File: config.mk
export PLATFORM = sky130hd
export DESIGN_NAME = ctl_ctrl
export DESIGN_NICKNAME = d
export VERILOG_FILES = /design/src/hdl/ctl_pkg.sv /design/src/hdl/ctl_ctrl.sv
export SDC_FILE = /design/constraint.sdc
export NUM_CORES = 1
export LEC_CHECK = 0
export BUFFER_PORTS_ARGS = -buffer_cell sky130_fd_sc_hd__buf_2
export CAP_MARGIN = 20
export CORE_AREA = 2 2 39 41
export CTS_CLUSTER_DIAMETER = 50
export DETAILED_ROUTE_END_ITERATION = 8
export DIE_AREA = 0 0 41 43
export PLACE_DENSITY_LB_ADDON = 0.12
export SETUP_SLACK_MARGIN = 0.3
export SYNTH_ARGS = -nofsm -noshare
export SYNTH_HDL_FRONTEND = slang
export SYNTH_SLANG_ARGS = --single-unit
File: constraint.sdc
create_clock -name clk -period 1.7 [get_ports clk]
set_clock_uncertainty 0.1 [all_clocks]
set_input_delay 0.34 -clock clk [delete_from_list [all_inputs] [get_ports clk]]
set_output_delay 0.34 -clock clk [all_outputs]
set_load 0.03 [all_outputs]
File: src/hdl/ctl_pkg.sv
// Shared types, codes and constants for the compact trie lookup block.
// Used by ctl_ctrl, ctl_dp and compact_trie_lookup_top; depends on nothing.
package ctl_pkg;

	// Default sizes
	localparam int MAX_NODES_DEF  = 4096;
	localparam int MAX_LEVELS_DEF = 32;
	localparam int ALPHABET_DEF   = 26;

	// Field widths
	localparam int CMD_W      = 2;
	localparam int LETTER_W   = 8;
	localparam int IDX_W      = 12;
	localparam int MASK_W     = 26;
	localparam int PREC_W     = 12;
	localparam int ROW_W      = 12;
	localparam int COUNT_W    = 13;
	localparam int ROWC_W     = 6;
	localparam int MATCHED_W  = 6;
	localparam int PCNT_W     = 5;
	localparam int NEXT_W     = 14;
	localparam int CFG_IDX_W  = 2;
	localparam int CFG_DATA_W = 13;

	// Configuration register indexes
	localparam logic [CFG_IDX_W-1:0] CFG_NODE_COUNT = 2'd0;
	localparam logic [CFG_IDX_W-1:0] CFG_ROW_COUNT  = 2'd1;

	typedef enum logic [CMD_W-1:0] {
		CMD_QUERY     = 2'd0,
		CMD_EMPTY     = 2'd1,
		CMD_LOAD_NODE = 2'd2,
		CMD_LOAD_ROW  = 2'd3
	} cmd_t;

	typedef enum logic [2:0] {
		ST_IDLE,
		ST_FETCH,
		ST_STEP,
		ST_RDNODE,
		ST_REPORT
	} state_t;

	// One node table entry
	typedef struct packed {
		logic              end_flag;
		logic [PREC_W-1:0] prec;
		logic [MASK_W-1:0] mask;
	} node_entry_t;

	// Controller to datapath commands
	typedef struct packed {
		logic restart;
		logic latch;
		logic load_node;
		logic load_row;
		logic eval;
		logic step;
		logic report;
	} ctl_cmd_t;

	// Mask bits that belong to the alphabet
	function automatic logic [MASK_W-1:0] alpha_mask(input int alphabet);
		logic [MASK_W-1:0] m;
		for (int i = 0; i < MASK_W; i++) begin
			m[i] = (i < alphabet);
		end
		return m;
	endfunction

	// Population count: per-nibble counts, then a short sum
	function automatic logic [PCNT_W-1:0] popcount26(input logic [MASK_W-1:0] v);
		logic [2:0]        nib [7];
		logic [PCNT_W-1:0] sum;
		for (int g = 0; g < 7; g++) begin
			nib[g] = 3'd0;
			for (int b = 0; b < 4; b++) begin
				if (g * 4 + b < MASK_W) begin
					nib[g] = nib[g] + {2'd0, v[g * 4 + b]};
				end
			end
		end
		sum = '0;
		for (int g = 0; g < 7; g++) begin
			sum = sum + PCNT_W'(nib[g]);
		end
		return sum;
	endfunction

endpackage

File: src/hdl/ctl_ctrl.sv
// Controller state machine of the compact trie lookup block.
// Depends on ctl_pkg; drives ctl_dp through a ctl_cmd_t command bundle.
module ctl_ctrl (
	input  logic                 clk,
	input  logic                 arst_n,
	input  logic                 start,
	input  logic [ctl_pkg::CMD_W-1:0] command,
	input  logic                 word_start,
	input  logic                 word_end,
	output logic                 busy,
	output logic                 done,
	output ctl_pkg::ctl_cmd_t    cmd
);
	import ctl_pkg::*;

	state_t state_q, state_d;
	logic   end_q;
	logic   done_q;

	// State, word-end flag and result strobe
	always_ff @(posedge clk or negedge arst_n) begin
		if (!arst_n) begin
			state_q <= ST_IDLE;
			end_q   <= 1'b0;
			done_q  <= 1'b0;
		end else begin
			state_q <= state_d;
			done_q  <= cmd.report;
			if (cmd.latch) begin
				end_q <= word_end;
			end
		end
	end

	// Next state and commands
	always_comb begin
		state_d = state_q;
		cmd     = '0;
		unique case (state_q)
			ST_IDLE: begin
				if (start) begin
					unique case (cmd_t'(command))
						CMD_QUERY: begin
							cmd.restart = word_start;
							cmd.latch   = 1'b1;
							state_d     = ST_FETCH;
						end
						CMD_EMPTY: begin
							cmd.restart = 1'b1;
							state_d     = ST_REPORT;
						end
						CMD_LOAD_NODE: cmd.load_node = 1'b1;
						CMD_LOAD_ROW:  cmd.load_row  = 1'b1;
						default: state_d = ST_IDLE;
					endcase
				end
			end
			ST_FETCH: begin
				cmd.eval = 1'b1;
				state_d  = ST_STEP;
			end
			ST_STEP: begin
				cmd.step = 1'b1;
				state_d  = end_q ? ST_RDNODE : ST_IDLE;
			end
			// node read of the reached node is in flight
			ST_RDNODE: state_d = ST_REPORT;
			ST_REPORT: begin
				cmd.report = 1'b1;
				state_d    = ST_IDLE;
			end
			default: state_d = ST_IDLE;
		endcase
	end

	assign busy = (state_q != ST_IDLE);
	assign done = done_q;

endmodule

== Word-level counts from Yosys, hierarchy flattened ==
Cells that the tools add are included.

* Logic and storage cells: 29
* Register bits: 5
* Input port bits: 7
* Output and inout bits: 9

* Equal/unequal tests: 9
* Mux-type cells: 13
* Reductions and logical operators: 4

{| class="wikitable"
|+ Operator list
! operator !! number
|-
| one-hot mux 3 bit (4 select lines) || 1
|-
| two-way mux 4 bit || 2
|-
| == test 3 x 2 -> 1 bit (second input constant) || 2
|-
| two-way mux 1 bit || 6
|-
| one-hot mux 3 bit (2 select lines) || 1
|-
| == test 2 bit (second input constant) || 2
|-
| == test 3 x 1 -> 1 bit (second input constant) || 1
|-
| == test 3 bit (second input constant) || 1
|-
| logical NOT 3 bit || 1
|-
| two-way mux 3 bit || 1
|-
| inequality test 3 x 1 -> 1 bit (second input constant) || 1
|-
| nonzero test 3 bit || 1
|-
| == test 2 x 1 -> 1 bit (second input constant) || 1
|-
| logical NOT 2 bit || 1
|-
| two-way mux 2 bit || 1
|-
| inequality test 2 bit (second input constant) || 1
|-
| one-hot mux 1 bit (2 select lines) || 1
|-
| AND reduction 2 bit || 1
|}

== Longest topological paths before layout ==
Gate-level depths: netlist of run 1.

* Word-level depth: 4
* Mapped depth: 4
* Gate-level depth less buffers: 3

== Worst setup path before layout of run 1 ==
Ideal clock, no wire load.

* Kind: register to output
* From: reg state_q[2]
* To: out cmd[6] in the netlist's numbering
* Slack: -0.400 ns
* Data arrival time: 1.660 ns
* Cell stages (with the launch flop): 4
* Data required time: 1.260 ns
* Buffers on the path: 1
* Path through: dfrtp_1 -> or3_1 -> buf_6 -> nor3_1

{| class="wikitable"
|+ RTL lines
! what !! line !! RTL
|-
| start, declared || ctl_ctrl.sv:16 || <nowiki>state_t state_q, state_d;</nowiki>
|-
| start signal, assigned || ctl_ctrl.sv:27 || <nowiki>state_q <= state_d;</nowiki>
|-
| end, declared || ctl_ctrl.sv:12 || <nowiki>output ctl_pkg::ctl_cmd_t cmd</nowiki>
|}

==> results of run 1 <==
power by group:
| group | internal [uW] | switching (uW) |
|---|---|---|
| sequential | 161 | 25.2 |
| clock | 85.3 | 53.1 |
| combinational | 237 | 306 |
| total | 484 | 385 |
worst max-delay path, cell delays in order, from the launching register on:
cell     delay (ns)
dfrtp_1        0.38
or3_4          0.44
nor3_2         0.17
buf_4          0.18
what timing repair did:
item,in CTS,in global routing
endpoints found under the hold margin,5,0
pin swaps,5,1
setup endpoints to repair,9,9
hold buffers,1,0
resized for setup,12,2
buffers inserted,2,0
final cells by class:
type                       count  area [sq um]
clock buffer                   3          22.5
multi-input combinational     21           176
timing repair buffer          22           163
inverter                       1          3.75
sequential                     5           125
tap                           16          20.0
fill                         151           868
clock inverter                 1          5.00
kinds of logic after synthesis:
group           synth area share, %
mux                            4.07
buf+inv                        5.43
simple gates                   36.7
flops                          45.2
compound gates                 8.60
through the flow:
step	std cells	util, %	setup TNS, ns
after floorplan	28	-	-0.635
after global placement	62	29.9	-0.000539
after detailed placement	62	29.9	-0.0426
after CTS	69	36.5	-0.527
after global routing	69	37.3	-0.632
final	69	37.3	-0.439
state kept, by name (all words and copies together), names as in the netlist:
name,cells
end_q,1
state_q,3
done,1
path summary, 6_finish.rpt:
path / startpoint / endpoint / slack (ns) / depth (start not counted)
min in group asynchronous: arst_n / state_q[0]$_DFFE_PN0P_ / 0.35 / 2
worst min register to register: end_q$_DFFE_PN0P_ / end_q$_DFFE_PN0P_ / 0.43 / 1
worst max-delay path: state_q[2]$_DFFE_PN0P_ / cmd[3] / -0.14 / 3
max in group asynchronous: arst_n / state_q[2]$_DFFE_PN0P_ / 1.02 / 2
worst max register to register: state_q[2]$_DFFE_PN0P_ / end_q$_DFFE_PN0P_ / 0.10 / 4
worst min-delay path: word_end / end_q$_DFFE_PN0P_ / 0.23 / 2
layout by cell type (no fill, tap or decap), drive strengths merged:
cell,count
a22oi,1
buf,21
clkbuf,3
clkinv,1
dfrtp,5
dlygate4sd3,1
inv,1
mux2,1
nand2,2
nand2b,2
nor2,4
nor3,5
nor3b,2
nor4b,1
o21a,1
o31a,1
or3,1
metal layers:
metal,track usage (%),up-vias
met2,13.8,13
li1,-,150
met1,13.1,134
met5,0,-
met3,3.14,2
met4,10.0,0
==> impl_metrics.csv, run 1 <==
group,metric,value,unit
floorplanning,core_area,1380,sq um
yosys,synth_seq_area_share,45.2,%
route,maxUsedRoutingLayer,"met4",
place,post_dp_cell_area,414,sq um
clock_network,cts_buffers,3,
place,hpwlAfterDp,580,um
floorplanning,ios,16,
pwr,peakVddDrop,0.000571,V
yosys,synth_edf_count,0,
yosys,synthTopCellsByCount,"dfrtp_1 (5), nor2_1 (4), nor3_1 (4)",
clock_network,cts_htree_levels,1,
route,ant_nets,0,
worst_setup_path,crit_fanout,5,
clock_network,insertion_delay,0.25,ns
pwr,power_density,1680,nW/um^2
sta,setup_slack,-0.142,ns
yosys,yosys_warnings,0,
sta,rsz0062_at_grt,"yes",
floorplanning,start_util,20.0,%
finish,fin_area,515,sq um
run,drv_cap,0,
place,dp_slack,-0.0273,ns
grt,grt_pass1_wl,1170,um
worst_setup_path,cp.required,1.26,ns
grt,antenna_found_initial,0,
floorplanning,dieArea,1760,sq um
pwr,total_power,868,uW
finish,syn_to_final_growth,86.4,%
floorplanning,die_x,41,um
yosys,ys_seq_elements,5,
route,wl,773,um
worst_setup_path,worstSetupPathType,"flip-flop to output port",
status,status,"complete, but fails checks",
sta,period_minus_slack,1.84,ns
yosys,synthTopCellsByArea,"dfrtp_1 (45%), nor3_1 (7.2%), nor3_4 (5.9%)",
min_path,min_path_type,"input pin to flip-flop",
clock_network,cts_num_sinks,5,
route,drt-met1-wl,356,um
finish,drive_gt1_share,62.3,%
sta,setup_viol,4,
yosys,synth_top_cell_area_share,45.2,%
route,vias,299,
yosys,synthCells,28,
clock_network,cts-root-buf,"clkbuf_4",
route,avgViaCountPerCell,4.33,
worst_setup_path,cp_data_arrival_time,1.40,ns
yosys,synth.avg_cell_area,9.88,sq um
route,dr_wl_met2,345,um
yosys,async_flop_share,100,%
route,dr_wl_met3,58,um
floorplanning,rows,14,
grt,grt_pass1_vias,273,
grt,grt_max_degree,8,
sta,worst_slew_pin_slew,0.242,ns
yosys,synth.most_common_cell,"dfrtp_1",
finish,layout.nets,61,
clock_network,cts_tree,"done",
grt,grt_use_total,10.6,%
yosys,synthFlopType,"dfrtp_1",
finish,diodes,0,
route,dr.pass1.iters,4,
sta,slew_headroom,83.6,%
yosys,synth_fp_nets,35,
clock_network,clock_path_buffers,2,
yosys,synth_cell_types,15,
sta,period_share,108,%
sta,final-max-slew-violation-count,0,
pwr,p_leak,0.000257,uW
worst_setup_path,endpoint_kind,"output port",
yosys,yosys.area.top_type,"dfrtp_1",
sta,fmax,0.543,GHz
place,io_buffers,15,
floorplanning,die_y,43,um
place,globalplace.congestion,0.736,
worst_setup_path,startpoint_type,"flip-flop",
grt,grt_overflow,0,
route,drcViolationCount,0,
route,wl_per_cell,11.2,um
sta,hold_violations,0,
route,drtIter0Drc,3,
sta,hold_ws,0.230,ns
status,violations,"setup timing",
clock_network,cts.clk_slew.worst_paths,0.05,ns
yosys,synth.cell_area,277,sq um
(Power assumes the default switching activity.)
==> run 2, diff against run 1 <==
--- a/config.mk
+++ b/config.mk
@@ -5,8 +5,9 @@
 export SDC_FILE = /design/constraint.sdc
 export NUM_CORES = 1
 export LEC_CHECK = 0
+export ABC_AREA = 1
 export BUFFER_PORTS_ARGS = -buffer_cell sky130_fd_sc_hd__buf_2
-export CAP_MARGIN = 20
+export CAP_MARGIN = 5
 export CORE_AREA = 2 2 39 41
 export CTS_CLUSTER_DIAMETER = 50
 export DETAILED_ROUTE_END_ITERATION = 8
==> run 2 against run 1 <==
The flow now finishes without violations. Synthesized cell count rose by 43%. Clock power barely moved. Wire length fell by 0.52%. Power barely moved.
==> impl_metrics.csv, run 2 <==
group,metric,value,unit
finish,diodes,0,
grt,grt_max_degree,7,
floorplanning,ios,16,
clock_network,cts_tree,"done",
yosys,async_flop_share,100,%
floorplanning,core_area,1380,sq um
place,io_buffers,15,
clock_network,cts_buffers,3,
floorplanning,start_util,21.7,%
grt,grt_use_total,11.6,%
floorplanning,die_y,43,um
min_path,whs_path_depth,3,
yosys,synthTopCellsByCount,"nand2_1 (8), inv_1 (7), dfrtp_1 (5)",
grt,grt_pass1_vias,311,
finish,layout.cells.non_filler,81,
yosys,synth.cell_area,300,sq um
place,globalplace.congestion,0.652,
min_path,min_path_type,"input pin to flip-flop",
worst_setup_path,cp.buffers_inverters,1,
sta,slew_headroom,86.1,%
yosys,synth_seq_area_share,41.7,%
clock_network,insertion_delay,0.24,ns
worst_setup_path,timing.rr.end,"end_q$_DFFE_PN0P_",
sta,hold_ws,0.241,ns
clock_network,cts_htree_levels,1,
worst_setup_path,path_cells,"nor2_4, nand2_4, nor3b_4, buf_6",
yosys,synth_fp_nets,47,
clock_network,clock_path_buffers,2,
worst_setup_path,reg2regPathDepth,7,
pwr,peakVddDrop,0.000632,V
worst_setup_path,slowest_stage,"dfrtp_1",
route,wl_per_cell,9.49,um
sta,worst_slew_pin_slew,0.208,ns
worst_setup_path,cp.required,1.26,ns
yosys,synth.avg_cell_area,7.51,sq um
clock_network,cts-root-buf,"clkbuf_4",
place,hpwlAfterDp,601,um
yosys,synthFlopType,"dfrtp_1",
finish,regMostFlops,"state_q",
sta,setup_viol,0,
sta,hold_violations,0,
worst_setup_path,worstSetupPathType,"flip-flop to output port",
finish,fill_cells,146,
grt,grt_overflow,0,
min_path,hold_path_startpoint,"word_end",
sta,period_minus_slack,1.68,ns
pwr,power_density,1610,nW/um^2
sta,period_share,99.1,%
worst_setup_path,r2r_setup_slack,0.46,ns
route,wl,769,um
sta,final-max-slew-violation-count,0,
floorplanning,die_x,41,um
route,avgViaCountPerCell,4.17,
yosys,synth_edf_count,0,
worst_setup_path,endpoint_kind,"output port",
yosys,yosys_warnings,0,
route,drcViolationCount,0,
finish,layout.nets,73,
pwr,p_leak,0.000294,uW
grt,grt_pass1_wl,1310,um
finish,syn_to_final_growth,79.6,%
sta,fmax,0.594,GHz
yosys,synthCells,40,
worst_setup_path,startpoint_type,"flip-flop",
min_path,hold-path-endpoint,"end_q$_DFFE_PN0P_",
worst_setup_path,critPathTopFamily,"simple AND/OR/NAND/NOR gates",
clock_network,cts.clk_slew.worst_paths,0.04,ns
status,status,"completed",
yosys,yosys.area.top_type,"dfrtp_1",
yosys,synth.most_common_cell,"nand2_1",
worst_setup_path,critical-path-max-stage-delay,0.40,ns
route,dr.pass1.iters,3,
route,drtIter0Drc,5,
yosys,ys_seq_elements,5,
finish,largest_register_ffs,3,
worst_setup_path,crit_fanout,6,
finish,layout.cells.most_common_list,"nand2_1 (8), buf_2 (8), buf_4 (8)",
finish,drive_gt1_share,53.8,%
route,vias,338,
worst_setup_path,rr_startpoint,"state_q[1]$_DFFE_PN0P_",
yosys,synth_cell_types,15,
finish,utilization,39.0,%
clock_network,cts_num_sinks,5,
route,ant_nets,0,
grt,antenna_found_initial,0,
sta,rsz0062_at_grt,"yes",
floorplanning,rows,14,
run,drv_cap,0,
worst_setup_path,cp_data_arrival_time,1.24,ns
place,dp.cells,73,
yosys,synth_top_cell_area_share,41.7,%
yosys,synthTopCellsByArea,"dfrtp_1 (42%), nand2_1 (10%), inv_1 (8.8%)",
floorplanning,dieArea,1760,sq um
-- run 2: cell types whose count changed after synthesis, moves of 2 or more --
cell and change:
a21oi_1 +2, nand3_1 +2, nor3b_1 -2, nand2b_1 -2, inv_1 +6, nand2_1 +6
-- run 2: per-stage QoR --
stage | area [sq um] | setup TNS [ns] | total power [uW] | worst slack (ns)
4_1_cts | 532 | -0.00129 | 854 | -0.00129
6_report | 539 | 0 | 868 | 0.0161
3_5_place_dp | 438 | 0 | 650 | 0.108
2_1_floorplan | 328 | 0 | 522 | 0.100
3_3_place_gp | 438 | 0 | 652 | 0.112
5_1_grt | 539 | -0.176 | 945 | -0.0598
-- run 2: timing repair --
action	CTS	global route
endpoints found under the hold margin	5	0
endpoints found under the setup margin	8	8
gates resized for setup	13	1
buffers inserted	2	1
gates cloned	0	0
hold buffers	1	0
-- run 2: layout make-up --
class | count | area, sq um | share of cell area (%)
Timing Repair Buffer | 21 | 155 | 28.8
Multi-Input combinational cell | 27 | 180 | 33.4
Sequential cell | 5 | 125 | 23.2
Inverter | 8 | 32.5 | 6.03
Clock buffer | 4 | 26.3 | 4.87
Tap cell | 16 | 20.0 | 3.71
-- run 2: per-layer routing --
layer	global-route usage [%]	up-vias	wire length, um
met4	8.00	0	0
met3	6.28	0	59
met2	15.0	15	362
met1	14.0	147	347
li1	-	176	-
met5	0	-	0
-- run 2: tightest hold or removal path, cell delays in order --
cell,delay [ns]
buf_2,0.07
nand3_1,0.07
nand2_1,0.07
-- run 2: power breakdown --
part	internal, uW	switching (uW)	leakage [uW]
registers	161	34.9	0.0000657
logic	203	331	0.000213
clock network	88.8	49.5	0.0000150
total	453	415	0.000294
-- run 2: worst max path at each step --
stage,start,end,slack (ns),depth (start not counted)
after floorplan,state_q[1]$_DFFE_PN0P_,cmd[1],0.10,2
after global placement,command[1],cmd[5],0.11,7
after detailed placement,command[1],cmd[5],0.11,7
after CTS,state_q[1]$_DFFE_PN0P_,cmd[3],-0.001,4
after global routing,state_q[1]$_DFFE_PN0P_,cmd[3],-0.06,4
final,state_q[1]$_DFFE_PN0P_,cmd[3],0.02,4
-- run 2: kinds of logic after synthesis --
group	count (synthesis)	share of synthesized area, %
flip-flops	5	41.7
buffers and inverters	8	10.0
AO/OA/AOI/OAI	4	7.50
AND/OR/NAND/NOR	23	40.8
==> run 3, diff against run 2 <==
--- a/config.mk
+++ b/config.mk
@@ -13,7 +13,6 @@
 export DETAILED_ROUTE_END_ITERATION = 8
 export DIE_AREA = 0 0 41 43
 export PLACE_DENSITY_LB_ADDON = 0.12
-export SETUP_SLACK_MARGIN = 0.3
 export SYNTH_ARGS = -nofsm -noshare
 export SYNTH_HDL_FRONTEND = slang
 export SYNTH_SLANG_ARGS = --single-unit
==> run 3 against run 2 <==
Die area stayed put. Clock power hardly changed. Global-route usage is 1.5 points lower. Wire length is 6.0% lower. Design area is 8.4% lower. Utilization is 3.3 points lower. Setup slack better by 0.0032 ns. Power is 4.7% lower. Critical path depth stayed put. Clock-buffer cell count stayed put. First-iteration DRC count stayed put. Fmax is 0.19% higher. Critical path type unchanged. Critical endpoint unchanged. Largest power group unchanged.
==> impl_metrics.csv, run 3 (synthesis results as in run 2) <==
group,metric,value,unit
worst_setup_path,reg2regPathDepth,5,
finish,drive_gt1_share,55.6,%
worst_setup_path,cp_data_arrival_time,1.24,ns
grt,grt_pass1_wl,1160,um
sta,setup_viol,0,
worst_setup_path,crit_fanout,6,
finish,largest_register_ffs,3,
floorplanning,core_area,1380,sq um
grt,grt_util_met3,7.85,%
worst_setup_path,r2r_setup_slack,0.56,ns
floorplanning,ios,16,
grt,grt_pass1_vias,291,
grt,grt.busiest_layer,"met2",
sta,rsz0062_at_grt,"yes",
grt,gr-usage-met2,13.8,%
route,drcViolationCount,0,
grt,grt_util_met1,11.5,%
grt,grt_overflow,0,
place,io_buffers,15,
worst_setup_path,timing.rr.end,"state_q[0]$_DFFE_PN0P_",
floorplanning,dieArea,1760,sq um
worst_setup_path,endpoint,"cmd[3]",
worst_setup_path,rr_startpoint,"state_q[0]$_DFFE_PN0P_",
route,vias,336,
pwr,power_density,1670,nW/um^2
sta,hold_violations,0,
worst_setup_path,worstSetupPathType,"flip-flop to output port",
finish,diodes,0,
grt,antenna_found_initial,0,
finish,syn_to_final_growth,64.6,%
worst_setup_path,endpoint_kind,"output port",
floorplanning,die_y,43,um
sta,fmax,0.595,GHz
clock_network,cts_num_sinks,5,
sta,worst_slew_pin_slew,0.183,ns
clock_network,insertion_delay,0.25,ns
pwr,p_leak,0.000269,uW
route,drtIter0Drc,5,
route,ant_nets,0,
place,hpwlAfterDp,553,um
place,post_dp_cell_area,395,sq um
route,avgViaCountPerCell,4.25,
floorplanning,die_x,41,um
route,dr.pass1.iters,3,
grt,grt_use_total,10.1,%
route,wl,723,um
place,globalplace.congestion,0.617,
pwr,peakVddDrop,0.000702,V
clock_network,cts_buffers,3,
worst_setup_path,startpoint_type,"flip-flop",
clock_network,cts_tree,"done",
route,wl_per_cell,9.15,um
floorplanning,start_util,21.7,%
finish,regMostFlops,"state_q",
worst_setup_path,crit_start,"state_q[0]$_DFFE_PN0P_",
min_path,whs_path_depth,3,
run,drv_cap,0,
clock_network,cts.clk_slew.worst_paths,0.05,ns
finish,layout.cells.most_common_list,"buf_2 (9), nand2_1 (8), buf_4 (8)",
finish,fin_area,494,sq um
sta,slew_headroom,87.7,%
clock_network,clock_path_buffers,2,
status,status,"completed",
grt,grt_max_degree,7,
min_path,min_path_type,"input pin to flip-flop",
sta,period_share,98.9,%
sta,fin_setup_tns,0,ns
finish,mostFrequentLayoutCell,"buf_2",
sta,period_minus_slack,1.68,ns
worst_setup_path,cp.required,1.26,ns
finish,layout.nets,71,
floorplanning,rows,14,
clock_network,cts_htree_levels,1,
sta,final-max-slew-violation-count,0,
finish,fill_cells,152,
clock_network,cts-root-buf,"clkbuf_4",
==> run 3: cell count changes in the layout (fill, tap and decap cells not counted) <==
cell,delta
inv_4,-1
buf_6,-3
buf_2,+1
nor3b_2,+1
nor3b_4,-1
dfrtp_1,-3
nor3_1,+1
dfrtp_2,+3
inv_2,+1
nor3_4,-1
==> run 3: area by class of cell <==
| cell class | instances | area [sq um] | share of cell area (%) |
|---|---|---|---|
| multi-input cells | 27 | 163 | 32.9 |
| flip-flops and latches | 5 | 129 | 26.1 |
| clock buffers | 4 | 26.3 | 5.32 |
| well taps | 16 | 20.0 | 4.05 |
| inverters | 8 | 30.0 | 6.08 |
| repair buffers | 19 | 126 | 25.6 |
==> run 3: metal layers <==
metal | wire length, um | vias up | share of wire, %
met4 | 0 | 0 | 0
met3 | 45 | 0 | 6.2
met5 | 0 | - | 0
li1 | - | 174 | -
met2 | 367 | 9 | 51
met1 | 311 | 153 | 43
==> run 3: stage by stage <==
stage	worst slack, ns	hold slack [ns]	std cells	utilization [%]	power [uW]
after floorplan	-0.121	-0.0556	40	-	493
final	0.0193	0.231	79	35.7	827
after global placement	0.169	0.0599	71	28.6	601
after CTS	-0.00179	0.229	77	32.5	764
after global routing	-0.0310	0.268	79	35.7	895
after detailed placement	0.173	0.0587	71	28.6	594
==> run 3: power breakdown <==
| part | internal [uW] | total, uW | leakage (uW) | switching [uW] |
|---|---|---|---|---|
| Sequential | 166 | 214 | 0.0000615 | 47.6 |
| Combinational | 181 | 474 | 0.000193 | 293 |
| Clock | 88.9 | 140 | 0.0000150 | 50.9 |
| Total | 436 | 827 | 0.000269 | 392 |
==> run 3: worst min-delay path by stage <==
stage,startpoint,slack (ns),to
6_report,word_end,0.23,end_q$_DFFE_PN0P_
5_1_grt,word_end,0.27,end_q$_DFFE_PN0P_
4_1_cts,word_end,0.23,end_q$_DFFE_PN0P_
3_5_place_dp,arst_n,0.06,done$_DFF_PN0_
3_3_place_gp,arst_n,0.06,done$_DFF_PN0_
2_1_floorplan,arst_n,-0.06,done$_DFF_PN0_
==> run 3: critical path, cell delays in order (launching register included) <==
cell and delay, ns:
dfrtp_2 0.43, nor2_4 0.14, nand2_4 0.09, nor3b_2 0.15
buf_4 0.18
==> run 3: repair_timing <==
| action | CTS | global route |
|---|---|---|
| setup endpoints to repair | 4 | 6 |
| endpoints found under the hold margin | 5 | 0 |
| hold buffers | 1 | 0 |
| pin swaps | 0 | 1 |
| setup buffers | 1 | 2 |
| gates resized for setup | 6 | 11 |
